$ cat config.mk
export PLATFORM = sky130hd
export DESIGN_NAME = rtcs_ctrl
export DESIGN_NICKNAME = d
export VERILOG_FILES = /design/src/rtcs_pkg.sv /design/src/rtcs_ctrl.sv
export SDC_FILE = /design/constraint.sdc
export NUM_CORES = 2
export LEC_CHECK = 0
export ABC_AREA = 1
export BUFFER_PORTS_ARGS = -buffer_cell sky130_fd_sc_hd__buf_2
export CORE_ASPECT_RATIO = 0.7
export CORE_MARGIN = 4
export CORE_UTILIZATION = 30
export DETAILED_ROUTE_END_ITERATION = 6
export MAX_ROUTING_LAYER = met4
export PLACE_DENSITY = 0.47
export REMOVE_ABC_BUFFERS = 1
export SYNTH_ARGS = -nofsm -noshare
export SYNTH_HDL_FRONTEND = slang
export SYNTH_SLANG_ARGS = --single-unit
$ cat constraint.sdc
create_clock -name clk -period 10.4 [get_ports clk]
set_clock_uncertainty 0.1 [all_clocks]
set_input_delay 2.08 -clock clk [delete_from_list [all_inputs] [get_ports clk]]
set_output_delay 2.08 -clock clk [all_outputs]
set_load 0.005 [all_outputs]
$ cat src/rtcs_pkg.sv
// Types, constants and helper functions of the region thread-count search.
// Used by the slot cell, the controller, the top level and the checker.
`default_nettype none

package rtcs_pkg;

  localparam int REGION_SLOTS = 64;
  localparam int SLOT_W       = $clog2(REGION_SLOTS);
  localparam int CNT_W        = $clog2(REGION_SLOTS + 1);
  localparam int KEY_W        = 48;
  localparam int THR_W        = 10;
  localparam int CORE_W       = 9;
  localparam int VAL_W        = 32;
  localparam int SCORE_W      = 64;
  localparam int SLOT_OUT_W   = 6;

  // Configuration register indexes.
  localparam logic CFG_CORE_COUNT = 1'b0;
  localparam logic CFG_SCORE_MODE = 1'b1;

  typedef enum logic [2:0] {
    PH_START  = 3'd0,
    PH_REPEAT = 3'd1,
    PH_S0     = 3'd2,
    PH_S1     = 3'd3,
    PH_S2     = 3'd4,
    PH_S3     = 3'd5,
    PH_END    = 3'd6
  } phase_t;

  typedef enum logic [2:0] {
    ST_IDLE,
    ST_LAUNCH_SEARCH,
    ST_SEARCH,
    ST_LAUNCH_UPDATE,
    ST_UPDATE,
    ST_DELIVER
  } ctrl_state_t;

  typedef struct packed {
    logic [KEY_W-1:0] region_key;
    logic [VAL_W-1:0] elapsed_time;
    logic [VAL_W-1:0] energy_used;
  } in_item_t;

  typedef struct packed {
    logic [THR_W-1:0]      thread_count;
    logic [SLOT_OUT_W-1:0] region_slot;
    logic                  table_full;
  } out_item_t;

  // Token that walks down the row of slot cells.
  typedef struct packed {
    logic               vld;
    logic               upd;
    logic [KEY_W-1:0]   key;
    logic               found;
    logic [SLOT_W-1:0]  cur_slot;
    logic [SLOT_W-1:0]  prior_slot;
    logic               prior_valid;
    logic               do_score;
    logic [VAL_W-1:0]   time_val;
    logic [SCORE_W-1:0] prod_val;
    logic [THR_W-1:0]   result;
  } token_t;

  // Settings broadcast from the controller to every cell.
  typedef struct packed {
    logic [CORE_W-1:0] core_count;
    logic              score_mode;
    logic [CNT_W-1:0]  used_slots;
    logic [THR_W-1:0]  start_threads;
  } bcast_t;

  // Halve the core count until it is 2, 3 or 5; 1 if it drops below 2.
  function automatic logic [THR_W-1:0] start_count(input logic [CORE_W-1:0] cores);
    logic [CORE_W-1:0] v;
    logic              done;
    v    = cores;
    done = 1'b0;
    for (int i = 0; i < CORE_W; i++) begin
      if (!done) begin
        if (v == CORE_W'(2) || v == CORE_W'(3) || v == CORE_W'(5)) begin
          done = 1'b1;
        end else if (v < CORE_W'(2)) begin
          v    = CORE_W'(1);
          done = 1'b1;
        end else begin
          v = v >> 1;
        end
      end
    end
    return THR_W'(v);
  endfunction

endpackage

`default_nettype wire

$ cat src/rtcs_ctrl.sv
// Controller of the region search: handshakes, configuration, table fill,
// and the launch of search and update transactions into the cell row.
// Depends on rtcs_pkg.
`default_nettype none

module rtcs_ctrl
  import rtcs_pkg::*;
(
  input  wire logic              clk,
  input  wire logic              rst,
  input  wire logic              cfg_wr_en,
  input  wire logic              cfg_index,
  input  wire logic [CORE_W-1:0] cfg_data,
  input  wire logic              in_valid,
  output logic                   in_stall,
  input  wire in_item_t          in_data,
  output logic                   out_valid,
  input  wire logic              out_stall,
  output out_item_t              out_data,
  output bcast_t                 bcast,
  output token_t                 head_tok,
  input  wire token_t            tail_tok
);

  ctrl_state_t        state;
  ctrl_state_t        state_next;
  in_item_t           item;
  logic [SCORE_W-1:0] prod;
  logic               found;
  logic [SLOT_W-1:0]  cur_slot;
  logic [CNT_W-1:0]   used_slots;
  logic [SLOT_W-1:0]  prior_slot;
  logic               prior_valid;
  logic [CORE_W-1:0]  core_count;
  logic               score_mode;
  logic [THR_W-1:0]   start_threads;
  out_item_t          result;
  logic               in_accept;
  logic               out_load;
  logic               table_is_full;

  assign in_stall      = (state != ST_IDLE);
  assign in_accept     = in_valid && !in_stall;
  assign out_load      = (state == ST_DELIVER) && (!out_valid || !out_stall);
  assign table_is_full = (used_slots == CNT_W'(REGION_SLOTS));

  assign bcast.core_count    = core_count;
  assign bcast.score_mode    = score_mode;
  assign bcast.used_slots    = used_slots;
  assign bcast.start_threads = start_threads;

  // Next state and the token driven into the first cell.
  always_comb begin
    state_next           = state;
    head_tok             = '0;
    head_tok.key         = item.region_key;
    head_tok.found       = found;
    head_tok.cur_slot    = cur_slot;
    head_tok.prior_slot  = prior_slot;
    head_tok.prior_valid = prior_valid;
    head_tok.do_score    = prior_valid && found;
    head_tok.time_val    = item.elapsed_time;
    head_tok.prod_val    = prod;
    unique case (state)
      ST_IDLE: begin
        if (in_accept) begin
          state_next = ST_LAUNCH_SEARCH;
        end
      end
      ST_LAUNCH_SEARCH: begin
        head_tok.vld   = 1'b1;
        head_tok.found = 1'b0;
        state_next     = ST_SEARCH;
      end
      ST_SEARCH: begin
        if (tail_tok.vld) begin
          if (!tail_tok.found && table_is_full) begin
            state_next = ST_DELIVER;
          end else begin
            state_next = ST_LAUNCH_UPDATE;
          end
        end
      end
      ST_LAUNCH_UPDATE: begin
        head_tok.vld = 1'b1;
        head_tok.upd = 1'b1;
        state_next   = ST_UPDATE;
      end
      ST_UPDATE: begin
        if (tail_tok.vld) begin
          state_next = ST_DELIVER;
        end
      end
      ST_DELIVER: begin
        if (out_load) begin
          state_next = ST_IDLE;
        end
      end
      default: begin
        state_next = ST_IDLE;
      end
    endcase
  end

  always_ff @(posedge clk) begin
    if (rst) begin
      state <= ST_IDLE;
    end else begin
      state <= state_next;
    end
  end

  // Control state: configuration, table fill, previous region, output valid.
  always_ff @(posedge clk) begin
    if (rst) begin
      core_count  <= CORE_W'(8);
      score_mode  <= 1'b0;
      used_slots  <= '0;
      prior_slot  <= '0;
      prior_valid <= 1'b0;
      out_valid   <= 1'b0;
    end else begin
      if (cfg_wr_en) begin
        unique case (cfg_index)
          CFG_CORE_COUNT: core_count <= cfg_data;
          CFG_SCORE_MODE: score_mode <= cfg_data[0];
          default: begin
          end
        endcase
      end
      if (state == ST_UPDATE && tail_tok.vld) begin
        if (!found) begin
          used_slots <= used_slots + CNT_W'(1);
        end
        prior_slot  <= cur_slot;
        prior_valid <= 1'b1;
      end
      if (out_load) begin
        out_valid <= 1'b1;
      end else if (out_valid && !out_stall) begin
        out_valid <= 1'b0;
      end
    end
  end

  // Payload registers.
  always_ff @(posedge clk) begin
    start_threads <= start_count(core_count);
    if (in_accept) begin
      item <= in_data;
      prod <= SCORE_W'(in_data.elapsed_time) * SCORE_W'(in_data.energy_used);
    end
    if (state == ST_SEARCH && tail_tok.vld) begin
      found <= tail_tok.found;
      if (tail_tok.found) begin
        cur_slot <= tail_tok.cur_slot;
      end else begin
        cur_slot <= used_slots[SLOT_W-1:0];
      end
      result.thread_count <= {1'b0, core_count};
      result.region_slot  <= '0;
      result.table_full   <= 1'b1;
    end
    if (state == ST_UPDATE && tail_tok.vld) begin
      result.thread_count <= tail_tok.result;
      result.region_slot  <= SLOT_OUT_W'(cur_slot);
      result.table_full   <= 1'b0;
    end
    if (out_load) begin
      out_data <= result;
    end
  end

endmodule

`default_nettype wire

=== Yosys cells after proc, flatten, opt, wreduce, memory -nomap -nowiden ===
Index checks and enable logic that the tools add are counted.

* Register bits after elaboration: 222
* Logic and storage cells: 171

* Add/sub/neg operators: 1
* $mul: 1
* Magnitude comparators: 9
* Eq/ne operators: 37
* Muxes and demuxes: 63
* Bitwise operators: 2
* Reduce and logical (&&, ||, !) cells: 39

{| class="wikitable"
|+ Operators with widths
! cell !! count
|-
| 9-bit by 2-bit equality test with 1-bit output, second input constant || 18
|-
| 9-bit two-way mux || 17
|-
| 9-bit by 3-bit equality test with 1-bit output, second input constant || 9
|-
| 9-bit by 2-bit less-than comparator with 1-bit output, second input constant || 9
|-
| 8-bit two-way mux || 9
|-
| 32-bit by 32-bit multiplier with 64-bit output || 1
|-
| 17-bit two-way mux || 2
|-
| 1-bit two-way mux || 28
|-
| 1-bit logical OR || 19
|-
| 3-bit case mux with 6 select lines || 1
|-
| 3-bit two-way mux || 5
|-
| 2-bit != test, second input constant || 4
|-
| 7-bit by 1-bit adder with 7-bit output, second input constant || 1
|-
| 7-bit equality test, second input constant || 1
|-
| 1-bit logical AND || 7
|-
| 3-bit by 2-bit equality test with 1-bit output, second input constant || 2
|-
| 3-bit equality test, second input constant || 2
|-
| 6-bit two-way mux || 1
|-
| 2-bit AND reduction || 3
|-
| 1-bit zero test || 4
|-
| 4-bit AND reduction || 1
|-
| 2-bit nonzero test || 2
|-
| 3-bit by 1-bit equality test with 1-bit output, second input constant || 1
|-
| 3-bit zero test || 1
|-
| other kinds (3) || 4
|}

=== Logic depth before layout (Yosys ltp) ===
* Word-level depth: 44
* Mapped depth: 38
* Depth with buffers taken out: 36

=== Least setup slack after synthesis ===
OpenSTA, ideal clock, no wires.

* Path kind: input to register
* Start point: input port in_data[58] in the netlist's numbering
* End point: register prod[61], data pin
* Setup time: 0.262 ns
* Arrival time: 8.962 ns
* Slack: 1.077 ns
* Cell stages on the path: 36
* Buffers on the path: 2
* Cell sequence: clkbuf_1 -> nand2_1 -> fa_1 -> inv_1 -> fa_1 -> inv_1 -> fa_1 -> inv_1 -> fa_1 -> fa_1 -> inv_1 -> fa_1 -> inv_1 -> fa_1 -> inv_1 -> fa_1 -> inv_1 -> ha_1 -> clkbuf_1 -> a21oi_1 -> nor2_1 -> a211oi_1 -> inv_1 -> a21oi_1 -> o21ai_1 -> a21oi_1 -> o21ai_1 -> nand4_1 -> o211ai_1 -> nand2_1 -> o211ai_1 -> nand2_1 -> nand2_1 -> a21boi_1 -> o21ai_1 -> xor2_1

* Longest elaborated chain between the ends: 1

{| class="wikitable"
|+ Ends and longest elaborated chain
! what !! RTL line !! source
|-
| start, declared || rtcs_ctrl.sv:16 || <nowiki>input wire in_item_t in_data,</nowiki>
|-
| 32-bit by 32-bit multiplier with 64-bit output || rtcs_ctrl.sv:151 || <nowiki>prod <= SCORE_W'(in_data.elapsed_time) * SCORE_W'(in_data.energy_used);</nowiki>
|-
| end signal, assigned || rtcs_ctrl.sv:151 ||
|-
| end, declared || rtcs_ctrl.sv:28 || <nowiki>logic [SCORE_W-1:0] prod;</nowiki>
|}

Every way passes these cells.
A chain may end at the register's enable or synchronous reset.

=== Worst setup path in the final report ===
* Start point: input port in_data[55] in the netlist's numbering
* End point: register prod[61], data pin

Same word-level chain as after synthesis.

==> impl_metrics.tcl <==
set metrics [dict create \
    cts_buffers 24 \
    ys_warn_count 0 \
    tns_ns 0 \
    syn_area_per_cell_sq_um 8.87 \
    crit_slowest_cell "fa_1" \
    synth_top_cell_by_area "fa_1" \
    async_flop_share_pct 0 \
    fin_crit_ns 9.97 \
    slew_headroom_pct 36.3 \
    status "complete, no violations" \
    grt_use_total_pct 19.3 \
    cts.clk_slew.worst_paths_ns 0.07 \
    drt-initial-drc-count 2143 \
    clkSinkCount 222 \
    worstMarginPinSlew_ns 0.956 \
    final_common_cell "inv_1" \
    end_kind "register" \
    core_area_sq_um 133000 \
    startpoint_type "input port" \
    path_delay_family "adder cells" \
    firstDrtPassIters 6 \
    synth_seq_cells 222 \
    die_area_sq_um 140000 \
    rows 112 \
    grt_max_degree 68 \
    ys_seq_area_share_pct 15.6 \
    clk_latency_ns 0.58 \
    slowest_delay_ns 0.57 \
    fmax_mhz 100 \
    routedWlPerCell_um 19.1 \
    cts_hold_buf 0 \
    cts_tree "built" \
    setup_violations 0 \
    final_cell_mix "1327 x inv_1, 1205 x nand2_1, 896 x fa_1" \
    via_per_inst 4.47 \
    worst-path-buf-inv 10 \
    hold_viol 0 \
    finalMaxSlewViolations 0 \
    die-height_um 315 \
    ys.flop_type "edfxtp_1" \
    drt-total-wl_um 130000 \
    syn2layout_area_growth_pct 15.5 \
    period_share_pct 95.9 \
    grt_pass1_wl_um 199000 \
    cts_buffer_depth 3 \
    io_buffers 350 \
    synth_edf_count 184 \
    grt_pass1_vias 31400 \
    drive_gt1_share_pct 13.3 \
    ant_nets 0 \
    worstPathMaxFanout 12 \
    grt_antenna_before_repair 12 \
    arrival_ns 10.26 \
    crit_required_ns 10.69 \
    crit_type "input port to register" \
    place_area_sq_um 45700 \
    mappedNetlistArea_sq_um 40300 \
    vias 30300 \
    cts_root_buffer "clkbuf_16" \
    syn_inst 4545 \
    ys_types 41 \
    crit_path_frequent_cell "fa_1" \
    rsz0062_at_grt "false" \
    drc 0 \
    holdWs_ns 0.318 \
    gr-total-overflow 0 \
    start_util_pct 30.2 \
    nets 6438 \
    hpwl_um 110000 \
    htreeDepth 1 \
    hp-class "register to register" \
    yosysTopAreaCellShare_pct 44.5 \
    ios 515 \
    gp_congestion 0.870 \
    die_w_um 446 \
    max_cap_violations 0 \
    design_area_sq_um 46500 \
    ys_top_cells_by_area "fa_1 45%, edfxtp_1 14%, inv_1 12%" \
]
[worst reg2reg max path, cell delays in order (launching register included)]
cell and delay [ns]:
dfxtp_1 0.40, inv_2 0.15, nand2_1 0.11, nor2_1 0.29, nand3_1 0.16, nand3_1 0.16
nand3_2 0.11, inv_2 0.06, nand3_2 0.09, nand2_1 0.16, nand4_2 0.14, nand2_1 0.10
inv_1 0.08, nor2_1 0.10, nand3_1 0.12, a21oi_2 0.19, nand3_2 0.11, nand2_1 0.11
inv_2 0.05, o21ai_1 0.12, nand3_1 0.13, nand2_1 0.08, nand3_1 0.06, nand2_1 0.06
inv_1 0.04
[stage by stage]
step	setup slack [ns]	instances	util [%]
2_1_floorplan	1.46	4350	-
3_3_place_gp	-0.267	6720	34.2
3_5_place_dp	-0.313	6720	34.2
4_1_cts	0.303	6764	34.9
5_1_grt	0.00303	6768	34.9
6_report	0.427	6775	34.9
[metal layers]
layer	wire length, um	track usage, %	up-vias	share of wire [%]
li1	-	-	13800	-
met1	64200	29.5	15500	50
met2	54700	27.8	859	42
met3	8790	2.88	92	6.8
met4	1890	2.40	0	1.5
met5	0	-	-	0
[path summary, 6_finish.rpt]
| check | from | slack [ns] | cells past startpoint | to |
|---|---|---|---|---|
| setup reg to reg | core_count[8]$_SDFFE_PP0P_ | 7.01 | 24 | start_threads[0]$_DFF_P_ |
| hold reg to reg | result[0]$_SDFFE_PP0P_ | 0.32 | 0 | out_data[0]$_DFFE_PP_ |
| setup / recovery | in_data[55] | 0.43 | 35 | prod[61]$_DFFE_PP_ |
| hold / removal | result[0]$_SDFFE_PP0P_ | 0.32 | 0 | out_data[0]$_DFFE_PP_ |
[cell usage after synthesis (4+ instances only)]
library cell / instances
o21ai_0: 45
a31oi_1: 9
nor2_1: 67
inv_2: 7
nand3_2: 4
clkbuf_1: 198
nand3_1: 39
o211ai_1: 10
nor3_1: 8
dfxtp_1: 38
nand4_1: 7
xnor2_1: 20
nand2_1: 1205
o21ai_1: 15
o21a_1: 8
edfxtp_1: 184
xor2_1: 44
nand2_2: 4
buf_4: 13
inv_1: 1327
ha_1: 265
fa_1: 896
a21oi_1: 103
[area by class of cell]
| class | count | area [sq um] |
|---|---|---|
| Clock inverter | 12 | 155 |
| Sequential cell | 222 | 6290 |
| Multi-Input combinational cell | 2793 | 28200 |
| Antenna cell | 11 | 27.5 |
| Fill cell | 14000 | 86900 |
| Timing Repair Buffer | 603 | 3960 |
| Inverter | 1335 | 5010 |
| Tap cell | 1767 | 2210 |
| Clock buffer | 32 | 652 |
[registers in the layout, summed over array words and instances (netlist names)]
signal         count
head_tok          80
prod              64
out_data          17
result            17
core_count         9
start_threads      9
used_slots         7
cur_slot           6
prior_slot         6
state              3
found              1
out_valid          1
prior_valid        1
score_mode         1
[cell families (layout without fill, tap and decap cells)]
| logic type | count (synthesis) | after routing | synth area share (%) |
|---|---|---|---|
| buffers and inverters | 1546 | 1982 | 14.5 |
| AND/OR/NAND/NOR | 1343 | 1343 | 12.9 |
| adder cells (fa/ha/maj) | 1161 | 1161 | 52.7 |
| flip-flops | 222 | 222 | 15.6 |
| AO/OA/AOI/OAI | 208 | 208 | 2.86 |
| XOR/XNOR | 64 | 64 | 1.39 |
| other | 1 | 28 | 0.00931 |
[repair_timing]
item | 4_1_cts | 5_1_grt
setup endpoints to repair | 0 | 6
buffers inserted | 0 | 0
resized for setup | 0 | 6
Power is not shown: default switching activity piles up to over one toggle a cycle in this logic, so the estimate is an artifact.
